## config.mk

```make
export PLATFORM = sky130hd
export DESIGN_NAME = ptb_ctrl
export DESIGN_NICKNAME = d
export VERILOG_FILES = /design/src/rtl/page_table_builder_2mb_macros.svh /design/src/rtl/ptb_pkg.sv /design/src/rtl/ptb_ctrl.sv
export SDC_FILE = /design/constraint.sdc
export NUM_CORES = 1
export LEC_CHECK = 0
export BUFFER_PORTS_ARGS = -buffer_cell sky130_fd_sc_hd__buf_4
export CAP_MARGIN = 20
export CORE_AREA = 2 2 39 41
export CTS_CLUSTER_SIZE = 30
export DETAILED_ROUTE_END_ITERATION = 8
export DIE_AREA = 0 0 41 43
export PLACE_DENSITY = 0.42
export SYNTH_ARGS = -nofsm -noshare
export SYNTH_HDL_FRONTEND = slang
export SYNTH_SLANG_ARGS = --single-unit
```

## constraint.sdc

```tcl
create_clock -name clk -period 1.6 [get_ports clk]
set_clock_uncertainty 0.1 [all_clocks]
set_input_delay 0.48 -clock clk [delete_from_list [all_inputs] [get_ports clk]]
set_output_delay 0.48 -clock clk [all_outputs]
set_load 0.03 [all_outputs]
```

## src/rtl/page_table_builder_2mb_macros.svh

```systemverilog
// Assertion macros for the 2 MB page table builder.
`ifndef PAGE_TABLE_BUILDER_2MB_MACROS_SVH
`define PAGE_TABLE_BUILDER_2MB_MACROS_SVH

`ifndef ASSERT_OFF

// Condition must hold in every cycle outside reset.
`define PTB_ASSERT(lbl, clk, rst_n, cond) \
    lbl: assert property (@(posedge clk) disable iff (!rst_n) (cond)) \
        else $error("page table builder assertion failed");

// Consequent must hold in the cycle after the antecedent.
`define PTB_ASSERT_NEXT(lbl, clk, rst_n, ante, cons) \
    lbl: assert property (@(posedge clk) disable iff (!rst_n) (ante) |=> (cons)) \
        else $error("page table builder sequence assertion failed");

`else

`define PTB_ASSERT(lbl, clk, rst_n, cond)
`define PTB_ASSERT_NEXT(lbl, clk, rst_n, ante, cons)

`endif

`endif

```

## src/rtl/ptb_pkg.sv

```systemverilog
// Shared types, constants and helpers for the 2 MB page table builder.
package ptb_pkg;

    localparam int POOL_PAGES_DEF    = 64;
    localparam int ENTRIES_PER_TABLE = 512;
    localparam int IDX_W             = $clog2(ENTRIES_PER_TABLE);
    localparam int FRAME_W           = 40;
    localparam int PFRAME_W          = 31;
    localparam int VPAGE_W           = 27;
    localparam int ENTRY_W           = 64;
    localparam int PAGE_OUT_W        = 6;

    // Present | writable | large page
    localparam logic [7:0]  LEAF_ATTR = 8'h83;
    // Present | writable
    localparam logic [11:0] PTR_ATTR  = 12'h003;

    typedef enum logic [2:0] {
        ST_CLEAR,
        ST_IDLE,
        ST_TOP_CHK,
        ST_MID_CHK,
        ST_COMMIT,
        ST_WR_LEAF,
        ST_RESULT
    } ptb_state_t;

    typedef struct packed {
        logic clear_step;
        logic load_in;
        logic rd_mid;
        logic decide;
        logic wr_ptr;
        logic wr_leaf;
        logic load_out;
    } ptb_cmd_t;

    typedef struct packed {
        logic clear_done;
        logic top_hit;
        logic full;
        logic need_leaf;
        logic out_busy;
    } ptb_stat_t;

    // Table pointer to pool page: ((base + page) mod 2^40) * 4096 | present | writable
    function automatic logic [ENTRY_W-1:0] make_ptr(input logic [FRAME_W-1:0] base,
                                                    input logic [FRAME_W-1:0] page);
        logic [FRAME_W-1:0] frame;
        frame = base + page;
        return {12'b0, frame, PTR_ATTR};
    endfunction

    // Leaf descriptor for a 2 MB frame
    function automatic logic [ENTRY_W-1:0] make_leaf(input logic [PFRAME_W-1:0] pframe);
        return {12'b0, pframe, 13'b0, LEAF_ATTR};
    endfunction

endpackage

```

## src/rtl/ptb_ctrl.sv

```systemverilog
// Sequencer for the table walk, allocation and write-back of one mapping request.
module ptb_ctrl (
    input  logic               clk,
    input  logic               rst_n,
    input  logic               in_valid,
    output logic               in_ready,
    input  ptb_pkg::ptb_stat_t stat,
    output ptb_pkg::ptb_cmd_t  cmd
);
    import ptb_pkg::*;

    ptb_state_t state_reg;
    ptb_state_t state_next;

    always_ff @(posedge clk or negedge rst_n)
    begin
        if (!rst_n)
        begin
            state_reg <= ST_CLEAR;
        end
        else
        begin
            state_reg <= state_next;
        end
    end

    always_comb
    begin
        state_next = state_reg;
        unique case (state_reg)
            ST_CLEAR:
            begin
                if (stat.clear_done)
                    state_next = ST_IDLE;
            end
            ST_IDLE:
            begin
                if (in_valid)
                    state_next = ST_TOP_CHK;
            end
            ST_TOP_CHK:
            begin
                state_next = stat.top_hit ? ST_MID_CHK : ST_COMMIT;
            end
            ST_MID_CHK:
            begin
                state_next = ST_COMMIT;
            end
            ST_COMMIT:
            begin
                if (!stat.full && stat.need_leaf)
                    state_next = ST_WR_LEAF;
                else
                    state_next = ST_RESULT;
            end
            ST_WR_LEAF:
            begin
                state_next = ST_RESULT;
            end
            ST_RESULT:
            begin
                if (!stat.out_busy)
                    state_next = ST_IDLE;
            end
            default:
            begin
                state_next = ST_CLEAR;
            end
        endcase
    end

    always_comb
    begin
        cmd      = '0;
        in_ready = 1'b0;
        unique case (state_reg)
            ST_CLEAR:
            begin
                cmd.clear_step = 1'b1;
            end
            ST_IDLE:
            begin
                in_ready    = 1'b1;
                cmd.load_in = in_valid;
            end
            ST_TOP_CHK:
            begin
                // hit: fetch mid entry; miss: both tables must be made
                cmd.rd_mid = stat.top_hit;
                cmd.decide = !stat.top_hit;
            end
            ST_MID_CHK:
            begin
                cmd.decide = 1'b1;
            end
            ST_COMMIT:
            begin
                if (!stat.full)
                begin
                    cmd.wr_ptr  = stat.need_leaf;
                    cmd.wr_leaf = !stat.need_leaf;
                end
            end
            ST_WR_LEAF:
            begin
                cmd.wr_leaf = 1'b1;
            end
            ST_RESULT:
            begin
                cmd.load_out = !stat.out_busy;
            end
            default:
            begin
                cmd = '0;
            end
        endcase
    end

endmodule

```

==> run summary, run 1 <==
For this run, the slowest stage of the critical path takes 0.45 ns. The fmax came out at 559 MHz. The critical path required time came out at 1.02 ns. The via count of the routed design came out at 411. The mean routed wirelength per cell came out at 11.8 um. The number of placed I/O pins came out at 16. The number of buffer and inverter instances along the worst setup path is 2. The count of unique library cells instantiated by Yosys is 25. The clock tree buffer depth is 2. Data on the critical path arrives at its endpoint at 1.21 ns. The worst setup path is launched from a register. Leaving out fill and tap cells, the most frequent cells in the layout are buf_4, buf_6, clkbuf_4, dfrtp_2.

The routed design could run at a clock period as short as 1.79 ns. The critical path goes through inv_4 > a211oi_4 > buf_6. In the final layout, the multi-input gates occupy 239 um2. The HPWL after detailed placement is 670 um. Among all stages on the critical path, the largest delay is contributed by dfrtp_2. The cell sitting at the root of the clock tree is a clkbuf_4. The initial utilization of the core area, before any placement, comes to 21.5%.

Yosys attributes the largest share of cell area to dfrtp_1, nand2b_1, a21o_1, a221oi_2, a211oi_2. The flip-flop count of the largest register after layout is 3. The highest fanout seen on the critical path came out at 6. The power spent charging and discharging nets came out at 0.000601 W.

The power density normalized to cell area came out at 2020 mW/mm2. The number of nets still failing antenna checks after routing came out at 0. The internal power of the cells totals 0.000801 W. The worst setup path is of the register to primary output kind. After layout, the worst setup slack is -0.190 ns. Once placement finished, the instance area stood at 514 um2. The post-synthesis average cell area came out at 8.51 um2. The tool flagged a number of max-cap violations equal to 0. The worst path uses 112% of the clock period. The aggregate routed wire length came out at 1070 um. The total core area is 0.00138 mm2.

The instance count of the mapped netlist came out at 35. Clock tree synthesis inserted a total of 3 buffers. The hold violation total from the final report is 0. The filler cells instantiated in the layout total 132. Sequential cells burn 16.3% of the power. Dividing the detail-routed via count by the number of cells gives 4.57. The number of placed instances, taps included came out at 74.

The number of storage elements in the synthesis netlist came out at 3. The floorplan has 14 rows. The global-route wire length before repair came out at 1730 um. The repair_antennas step left the layout with diodes totalling 0.

The run finished, with violations left. The pin count of the biggest net entering global routing came out at 8. When the netlist entered floorplanning its net count stood at 43.

The layout cell share with drive strength beyond 1 is 73.0%. Summed over all layers, the global routing overflow is 0. The portion of total power attributed to combinational logic is 73.9%. The initial antenna violation count came to 0.

The first detailed-routing pass took 4 iterations. The sequential cell area fraction in the yosys report is 25.2%. The switching share of power came out at 42.9%. The placer's final routability congestion estimate came out at 0.731. The worst vdd rail ir drop is 0.000977 V. The height of the chip is 43 um. The level count of the clock H-tree is 1. The area taken by flip-flops and latches came out at 78.8 um2. After clock tree synthesis, the clock-pin slew on the worst setup and hold paths is 0.04 ns.

The power after layout came out at 0.00140 W. Setup repair after global routing could not meet its margin everywhere. The worst setup path is captured at a primary output. Headroom to the max-slew limit came out at 85.0%. The via count of the first global-routing pass is 437.

The number of warnings issued by yosys is 0. The clock group share of total power came out at 9.8%. The number of slew-limit violations in the final report came out at 0. The final net count is 83.

The number of endpoints failing setup at the final stage is 8. For the pin with the worst max-slew slack, the measured transition is 0.224 ns. The die covers 0.00176 mm2. For this run, the total global-route usage over all layers was measured as 14.6%.

Clock tree synthesis found a total of 3 sinks. Once layout is done, the placed cells without fillers occupy 694 um2. The DRC violation count after routing is 0. The checks that failed: negative setup slack. The latest clock arrival within the worst-skew pair is 0.24 ns. Relative to the synthesized area, the layout overhead comes to 133%. The x dimension of the die is 41 um.

The cell taking the most area after synthesis is dfrtp_1. The first routing iteration left 4 violations. TritonCTS built the clock tree. The static leakage power came out at 0.342 nW. The post-synth design cell area is 298 um2.

The worst register-to-register path has a setup slack of 0.15 ns. The cell family contributing the most delay on the critical path is flip-flops. The proportion of netlist area held by the largest area contributor came out at 25.2%. The min-delay analysis places its worst path in the category input port to register. The final standard cell count with taps included and fillers excluded is 90. The quantity of I/O buffers inserted on ports came out at 15.

Leaving out fill and tap cells, the most frequent cell in the layout is buf_4.
-- layer usage --
metal	part of all wire, %	up-vias	GRT usage (%)
li1	-	207	-
met1	37	194	14.5
met2	58	8	26.3
met3	3.3	2	2.09
met4	1.6	0	8.00
met5	0	-	0
-- per-stage QoR --
step / setup slack (ns) / utilization (%) / TNS, ns / hold WS [ns]
2_1_floorplan: -0.173 / - / -0.249 / 0.0844
3_3_place_gp: -0.0876 / 37.2 / -0.240 / 0.168
3_5_place_dp: -0.0966 / 37.2 / -0.252 / 0.170
4_1_cts: -0.172 / 46.7 / -1.20 / 0.352
5_1_grt: -0.239 / 50.2 / -1.70 / 0.364
6_report: -0.190 / 50.2 / -1.30 / 0.359
-- cell usage after synthesis (all sizes together) --
cell type and n:
and4 1, o22ai 1, o221ai 1, a221oi 1, nand2b 3, inv 3
o2bb2ai 1, buf 3, nand4 1, o21ai 1, and4bb 1, nor2 2
mux2i 1, a21oi 1, nor3 1, or2 1, nor4b 1, nand2 2
a211oi 1, nor2b 2, a21o 2, dfrtp 3, and3 1
-- cell families (layout without fill, tap and decap cells) --
kind of cell	Yosys count	count (layout)	share of synthesized area, %
AO/OA/AOI/OAI	9	9	25.6
buffers and inverters	6	45	11.8
flip-flops	3	3	25.2
multiplexers	1	1	3.36
AND/OR/NAND/NOR	16	16	34.0
-- power groups by stage --
stage	Clock (W)	Combinational (W)	Sequential (W)
floorplan	0	0.000524	0.000129
global placement	0	0.000717	0.000202
detailed placement	0	0.000722	0.000198
CTS	0.000143	0.000928	0.000209
global route	0.000149	0.00111	0.000236
finish	0.000137	0.00104	0.000229
-- cell type report --
type / instances / share of cell area (%)
clock buffer: 4 / 3.78
inverter: 3 / 2.34
multi-input combinational: 26 / 34.4
sequential: 3 / 11.4
tap: 16 / 2.88
timing repair buffer: 38 / 45.2
-- path summary, 6_finish.rpt --
check	start	to	depth (start not counted)
hold reg to reg	state_reg[1]$_DFFE_PN0P_	state_reg[1]$_DFFE_PN0P_	2
min in group asynchronous	rst_n	state_reg[2]$_DFFE_PN0P_	2
setup reg to reg	state_reg[1]$_DFFE_PN0P_	state_reg[1]$_DFFE_PN0P_	5
hold / removal	in_valid	state_reg[0]$_DFFE_PN0P_	2
setup / recovery	state_reg[0]$_DFFE_PN0P_	cmd[3]	3
max in group asynchronous	rst_n	state_reg[0]$_DFFE_PN0P_	2
-- worst reg2reg max path, cell delays in order, from the launching register on --
cell	delay, ns
dfrtp_2	0.47
buf_6	0.14
and4bb_1	0.20
buf_4	0.14
a221oi_2	0.17
o21ai_1	0.10
-- timing repair --
item / CTS / global route
cloned: 0 / 0
endpoints found under the setup margin: 8 / 9
buffers inserted: 8 / 5
hold buffers: 1 / 0
resized for setup: 14 / 5
endpoints found under the hold margin: 3 / 0
pin swaps: 2 / 2
Note: power is estimated with default switching activity, not from simulation.
==> inputs of run 2 (changes only) <==
- PLACE_DENSITY: 0.42 -> 0.43
- clock period: 1.6 -> 1.5 ns (I/O delays scaled with it)
==> run 2 against run 1 <==
The flow still finishes with violations (negative setup slack). Register-to-register slack lost 0.17 ns. Critical path depth grew 1. Sequential power shrank 14%. Total power grew 10%. Via count shrank 2.9%. Largest power group unchanged. Non-clock buffer count grew 1. Utilization grew 1.8 points.
==> run summary, run 2 (synthesis gave the netlist of run 1 again) <==
The run finished, with violations left. The checks that failed: negative setup slack. The starting density of the core came to 21.5% (unchanged).

The latest clock arrival within the worst-skew pair was 0.23 ns (about the same). The post-detailed-route via-to-cell ratio came to 4.38 (-4.0%). The power density normalized to cell area came out at 2150 mW/mm2 (+6.5%). The root cell of the clock tree is clkbuf_4. The overflow left after global routing is 0 (unchanged). The number of nets still failing antenna checks after routing is 0 (unchanged). In the layout the commonest cells are buf_4, buf_6, clkbuf_4. The hold violation total from the final report is 0 (unchanged). The pin count of the biggest net entering global routing came out at 9 (+1).

The slew at the pin closest to its max-slew limit came out at 0.202 ns (-0.0212 ns). The portion of total power attributed to combinational logic is 78.3% (+4.4 points). The detailed-routing iteration count for the pre-antenna-repair pass came to 2 (-2). The worst hold-check slack was 0.348 ns (-0.0106 ns). The number of slew-limit violations in the final report came out at 0 (unchanged). The area of placed instances came out at 559 um2 (+8.8%). The total core area came out at 0.00138 mm2 (unchanged). The area of all placed cells without fillers came out at 719 um2 (+3.6%). The min-delay analysis places its worst path in the category input port to register. The worst path setup slack after routing came out at -0.250 ns (-0.0604 ns). The final setup TNS came out at -1.87 ns (-0.567 ns). The internal power of the cells is 0.000900 W (+12%).

Setup repair after global routing could not meet its margin everywhere. The level count of the clock H-tree is 1 (unchanged). The relative max-transition margin came out at 86.4% (+1.4 points). The via count of the first global-routing pass is 412 (-5.7%).

The static leakage power is 0.352 nW (+3.0%). The number of fill cells in the layout is 126 (-4.5%). The number of placed I/O pins came out at 16 (unchanged). The power after layout was 0.00155 W (+10%).

The power spent charging and discharging nets came out at 0.000646 W (+7.5%). The critical path is of the register to primary output type. The clock-pin slew on the worst setup and hold paths is 0.04 ns (about the same).

The switching share of power is 41.8% (-1.1 points). The number of endpoints failing setup at the final stage was 9 (+1). The highest fanout seen on the critical path was 3 (-3). The mean routed wirelength per cell came out at 11.2 um (-5.5%). STA classifies the critical path endpoint as a primary output. The clock group share of total power came out at 9.0% (-0.8 points). The final standard cell count with taps included and fillers excluded is 91 (+1.1%). The final net count is 84 (+1.2%).

The number of sinks on the clock net is 3 (unchanged). The quantity of I/O buffers inserted on ports came to 15 (unchanged). The worst setup path is launched from a register. The flip-flop count of the largest register after layout is 3 (unchanged). The worst vdd rail ir drop is 0.00110 V (+12%). The height of the chip was 43 um (unchanged). The layout cell share with drive strength beyond 1 came to 73.3% (+0.36 points).

The data arrival time of the critical path came out at 1.20 ns (about the same). The fraction of the cycle the final worst path needs came out at 117%. The aggregate routed wire length came out at 1020 um (-4.4%).

The most common cell after layout, fill and taps aside is buf_4. The global-route wire length before repair came to 1660 um (-3.7%). The x dimension of the die is 41 um (unchanged). The placer's final routability congestion estimate came out at 0.704 (-3.7%). The starting DRC count in detailed routing is 1 (-3).

The reported max-cap violation count is 0 (unchanged). The count of antenna diodes in the layout is 0 (unchanged). TritonCTS built the clock tree. The fmax came out at 571 MHz. The all-layer global routing usage is 14.3% (-0.26 points).

For the finished layout, the period the worst path requires is 1.75 ns. The total CTS buffers came out at 3 (unchanged). The critical path required time is 0.95 ns (-0.07 ns).

The signed area change from the synthesized netlist to the final layout came out at 142%. The via count of the routed design came out at 399 (-2.9%). The placed wire-length estimate after detailed placement is 739 um (+10%). The area of the die was 0.00176 mm2 (unchanged).

The DRC violation count after routing came to 0 (unchanged). The clock tree buffer depth is 2 (unchanged). The initial antenna violation count is 0 (unchanged). The number of rows created at floorplan is 14 (unchanged).

The number of placed instances, taps included is 77 (+4.1%). The part of the total power dissipated in sequential elements came out at 12.7% (-3.6 points).
[run 2: cell count changes in the layout (fill, tap and decap cells not counted), moves of 2 or more]
cell / previous run / this run
buf_6: 7 / 10
buf_4: 30 / 28
dfrtp_1: 0 / 2
dfrtp_2: 3 / 1
inv_2: 0 / 2
inv_4: 2 / 0
[run 2: layout make-up]
class / instances / area (um2) / area share, %
Timing Repair Buffer: 39 / 333 / 46.3
Clock buffer: 4 / 26.3 / 3.65
Inverter: 3 / 11.3 / 1.57
Tap cell: 16 / 20.0 / 2.78
Sequential cell: 3 / 76.3 / 10.6
Multi-Input combinational cell: 26 / 253 / 35.1
[run 2: power groups by stage]
stage | registers (W) | clock network [W] | logic (W)
after floorplan | 0.000138 | 0 | 0.000608
after global placement | 0.000181 | 0 | 0.000905
after detailed placement | 0.000183 | 0 | 0.000915
after CTS | 0.000194 | 0.000149 | 0.00116
after global routing | 0.000207 | 0.000152 | 0.00129
final | 0.000196 | 0.000139 | 0.00121
[run 2: final timing paths]
kind	cells past startpoint	end	slack, ns	from
max	4	cmd[5]	-0.25	state_reg[1]$_DFFE_PN0P_
min	2	state_reg[0]$_DFFE_PN0P_	0.35	in_valid
max reg2reg	6	state_reg[1]$_DFFE_PN0P_	-0.02	state_reg[1]$_DFFE_PN0P_
min reg2reg	3	state_reg[1]$_DFFE_PN0P_	0.62	state_reg[0]$_DFFE_PN0P_
max in group asynchronous	2	state_reg[2]$_DFFE_PN0P_	0.76	rst_n
min in group asynchronous	2	state_reg[0]$_DFFE_PN0P_	0.44	rst_n
[run 2: through the flow]
stage,util (%),setup slack (ns)
floorplan,-,-0.0591
global placement,40.4,-0.130
detailed placement,40.4,-0.135
CTS,50.6,-0.260
global route,52.0,-0.307
finish,52.0,-0.250
[run 2: critical path, cell delays in order (launching register included)]
cell and delay [ns]:
dfrtp_1 0.40, buf_6 0.14, nor2_4 0.12, and3_4 0.19, buf_6 0.12
[run 2: repair_timing]
| action | CTS | global route |
|---|---|---|
| pin swaps | 2 | 1 |
| endpoints found under the setup margin | 8 | 9 |
| hold endpoints to repair | 3 | 0 |
| resized for setup | 16 | 1 |
| hold buffers | 1 | 0 |
| buffers inserted | 7 | 2 |
[run 2: layer usage]
metal	track usage [%]	vias to the layer above	part of all wire, %
li1	-	206	-
met1	17.6	187	39
met2	21.9	6	58
met3	3.14	0	3.0
met4	8.00	0	0
met5	0	-	0
==> inputs of run 3 (changes only) <==
==> constraint.sdc (replaced) <==
create_clock -name clk -period 1.5 [get_ports clk]
set_clock_uncertainty 0.1 [all_clocks]
set_input_delay 0.3 -clock clk [delete_from_list [all_inputs] [get_ports clk]]
set_output_delay 0.3 -clock clk [all_outputs]
set_load 0.03 [all_outputs]
==> run 3 against run 2 <==
The flow still finishes with violations (negative setup slack). Register-to-register slack better by 0.07 ns. Clock-buffer cell count unchanged. Total power is 8.6% lower. Wire length rose by 1.6%. Clock power hardly changed. Cell area down 10%. Sequential cell count stayed put. Utilization decreased by 5.4 points. Worst hold slack got worse by 0.16 ns. Fmax is 9.0% higher. Highest routed layer unchanged.
==> run summary, run 3 (synthesis gave the netlist of run 1 again) <==
The relative max-transition margin came to 85.4% (-1.0 points). The worst vdd rail ir drop came to 0.000796 V (-27%). The power density normalized to cell area came to 2190 mW/mm2 (+2.1%). The power after layout is 0.00141 W (-8.6%). TritonCTS built the clock tree.

The number of placed I/O pins came out at 16 (unchanged). The number of fill cells in the layout was 140 (+11%). Setup repair after global routing could not meet its margin everywhere. The via count of the routed design was 405 (+1.5%).

The critical path required time came out at 1.10 ns (+0.15 ns). The placer's final routability congestion estimate was 0.770 (+9.3%). The worst setup path is captured at a primary output. The number of nets still failing antenna checks after routing came out at 0 (unchanged). The aggregate routed wire length is 1030 um (+1.6%). The number of slew-limit violations in the final report came out at 0 (unchanged).

The flip-flop count of the largest register after layout came to 3 (unchanged). The power spent charging and discharging nets is 0.000601 W (-7.0%). The starting DRC count in detailed routing came out at 3 (+2). The quantity of I/O buffers inserted on ports is 15 (unchanged).

The count of antenna diodes in the layout was 0 (unchanged). The clock tree buffer depth is 2 (unchanged). The flow ran to the end, but the final reports show violations. The path type of the worst min-delay path is input port to register.

The number of endpoints failing setup at the final stage came to 7 (-2). The initial antenna violation count came out at 0 (unchanged). The final net count is 79 (-6.0%). The overflow left after global routing is 0 (unchanged).

The area of all placed cells without fillers is 644 um2 (-10%). The signed area change from the synthesized netlist to the final layout is 116%. The clock group share of total power was 9.6% (+0.6 points). The reported max-cap violation count came out at 0 (unchanged). The number of rows created at floorplan came out at 14 (unchanged). The all-layer global routing usage came out at 13.7% (-0.63 points). The height of the chip was 43 um (unchanged). The time the final worst path needs with I/O delays and setup is 1.61 ns (-0.144 ns). The total core area was 0.00138 mm2 (unchanged). The final reports fail on negative setup slack. The x dimension of the die came out at 41 um (unchanged). The mean routed wirelength per cell came to 12.0 um (+7.5%). The final core utilization is 46.6% (-5.4 points). The nature of the critical path startpoint is a register.

In the layout the commonest cells are buf_4, buf_6, inv_2, clkbuf_4, dfrtp_2. The number of sinks on the clock net was 3 (unchanged). The hold violation total from the final report is 0 (unchanged). The highest fanout seen on the critical path came out at 7 (+4). The layout cell share with drive strength beyond 1 is 74.3% (+0.95 points). The total CTS buffers came out at 3 (unchanged). The worst hold-check slack is 0.189 ns (-0.159 ns). The portion of total power attributed to combinational logic is 74.2% (-4.1 points).

The placed wire-length estimate after detailed placement is 665 um (-10%). The global-route wire length before repair came out at 1650 um (-0.78%). The post-detailed-route via-to-cell ratio is 4.71 (+7.4%).

The fmax is 623 MHz (+9.0%). The clock-pin slew on the worst setup and hold paths is 0.04 ns (about the same). The detailed-routing iteration count for the pre-antenna-repair pass is 4 (+2).

The static leakage power is 0.312 nW (-11%). Clock tree synthesis selected as its root buffer the cell clkbuf_4. The latest clock arrival within the worst-skew pair came out at 0.23 ns (about the same). The part of the total power dissipated in sequential elements is 16.2% (+3.5 points).

The starting density of the core is 21.5% (unchanged). The worst path setup slack after routing is -0.106 ns (+0.144 ns). The fraction of the cycle the final worst path needs is 107% (-9.6 points).

The area of the die came out at 0.00176 mm2 (unchanged). The pin count of the biggest net entering global routing is 8 (-1). The critical path is of the register to primary output type. Leaving out fill and tap cells, the most frequent cell in the layout is buf_4. The via count of the first global-routing pass is 433 (+5.1%).

The switching share of power came to 42.5% (+0.72 points). The DRC violation count after routing is 0 (unchanged). The internal power of the cells came to 0.000813 W (-9.7%). The area of placed instances was 452 um2 (-19%). The final setup TNS is -0.465 ns (+1.41 ns).

The data arrival time of the critical path is 1.21 ns (about the same). The level count of the clock H-tree is 1 (unchanged). The slew at the pin closest to its max-slew limit came out at 0.218 ns (+0.0159 ns).
run 3: what timing repair did:
action,CTS,global route
setup buffers,10,4
pin swaps,2,4
gates cloned,0,0
setup endpoints to repair,8,8
hold endpoints to repair,3,0
resized for setup,12,8
hold buffers,1,0
run 3: layout make-up:
type / count / area [um2] / area share (%)
multi-input combinational: 26 / 224 / 34.8
sequential: 3 / 78.8 / 12.2
inverter: 3 / 11.3 / 1.75
timing repair buffer: 34 / 284 / 44.1
clock buffer: 4 / 26.3 / 4.08
tap: 16 / 20.0 / 3.11
run 3: layer usage:
layer  global-route usage (%)  wire length (um)  vias up
li1                         -                 -      198
met1                     16.2               417      192
met2                     20.3               561       15
met3                     3.14                55        0
met4                     10.0                 0        0
met5                        0                 0        -
run 3: path summary, 6_finish.rpt:
| check | from | end | slack (ns) | cells past startpoint |
|---|---|---|---|---|
| max | state_reg[1]$_DFFE_PN0P_ | cmd[0] | -0.11 | 3 |
| min | in_valid | state_reg[0]$_DFFE_PN0P_ | 0.19 | 2 |
| max reg2reg | state_reg[1]$_DFFE_PN0P_ | state_reg[1]$_DFFE_PN0P_ | 0.05 | 5 |
| min reg2reg | state_reg[1]$_DFFE_PN0P_ | state_reg[1]$_DFFE_PN0P_ | 0.59 | 2 |
| max in group asynchronous | rst_n | state_reg[1]$_DFFE_PN0P_ | 0.90 | 2 |
| min in group asynchronous | rst_n | state_reg[2]$_DFFE_PN0P_ | 0.30 | 2 |
run 3: worst max-delay path, cell delays in order (launching register included):
cell	delay (ns)
dfrtp_2	0.45
inv_2	0.09
nor4b_2	0.24
buf_4	0.20
run 3: power groups by stage:
stage | logic (W) | clock network (W) | registers (W)
global placement | 0.000675 | 0 | 0.000211
global route | 0.00111 | 0.000154 | 0.000235
CTS | 0.000895 | 0.000143 | 0.000213
finish | 0.00105 | 0.000136 | 0.000229
floorplan | 0.000542 | 0 | 0.000138
detailed placement | 0.000680 | 0 | 0.000210
run 3: metrics by stage:
stage               worst slack (ns)  cells
floorplan                    -0.0927     35
global placement              0.0333     67
detailed placement            0.0112     67
CTS                          -0.0919     82
global route                  -0.139     86
finish                        -0.106     86
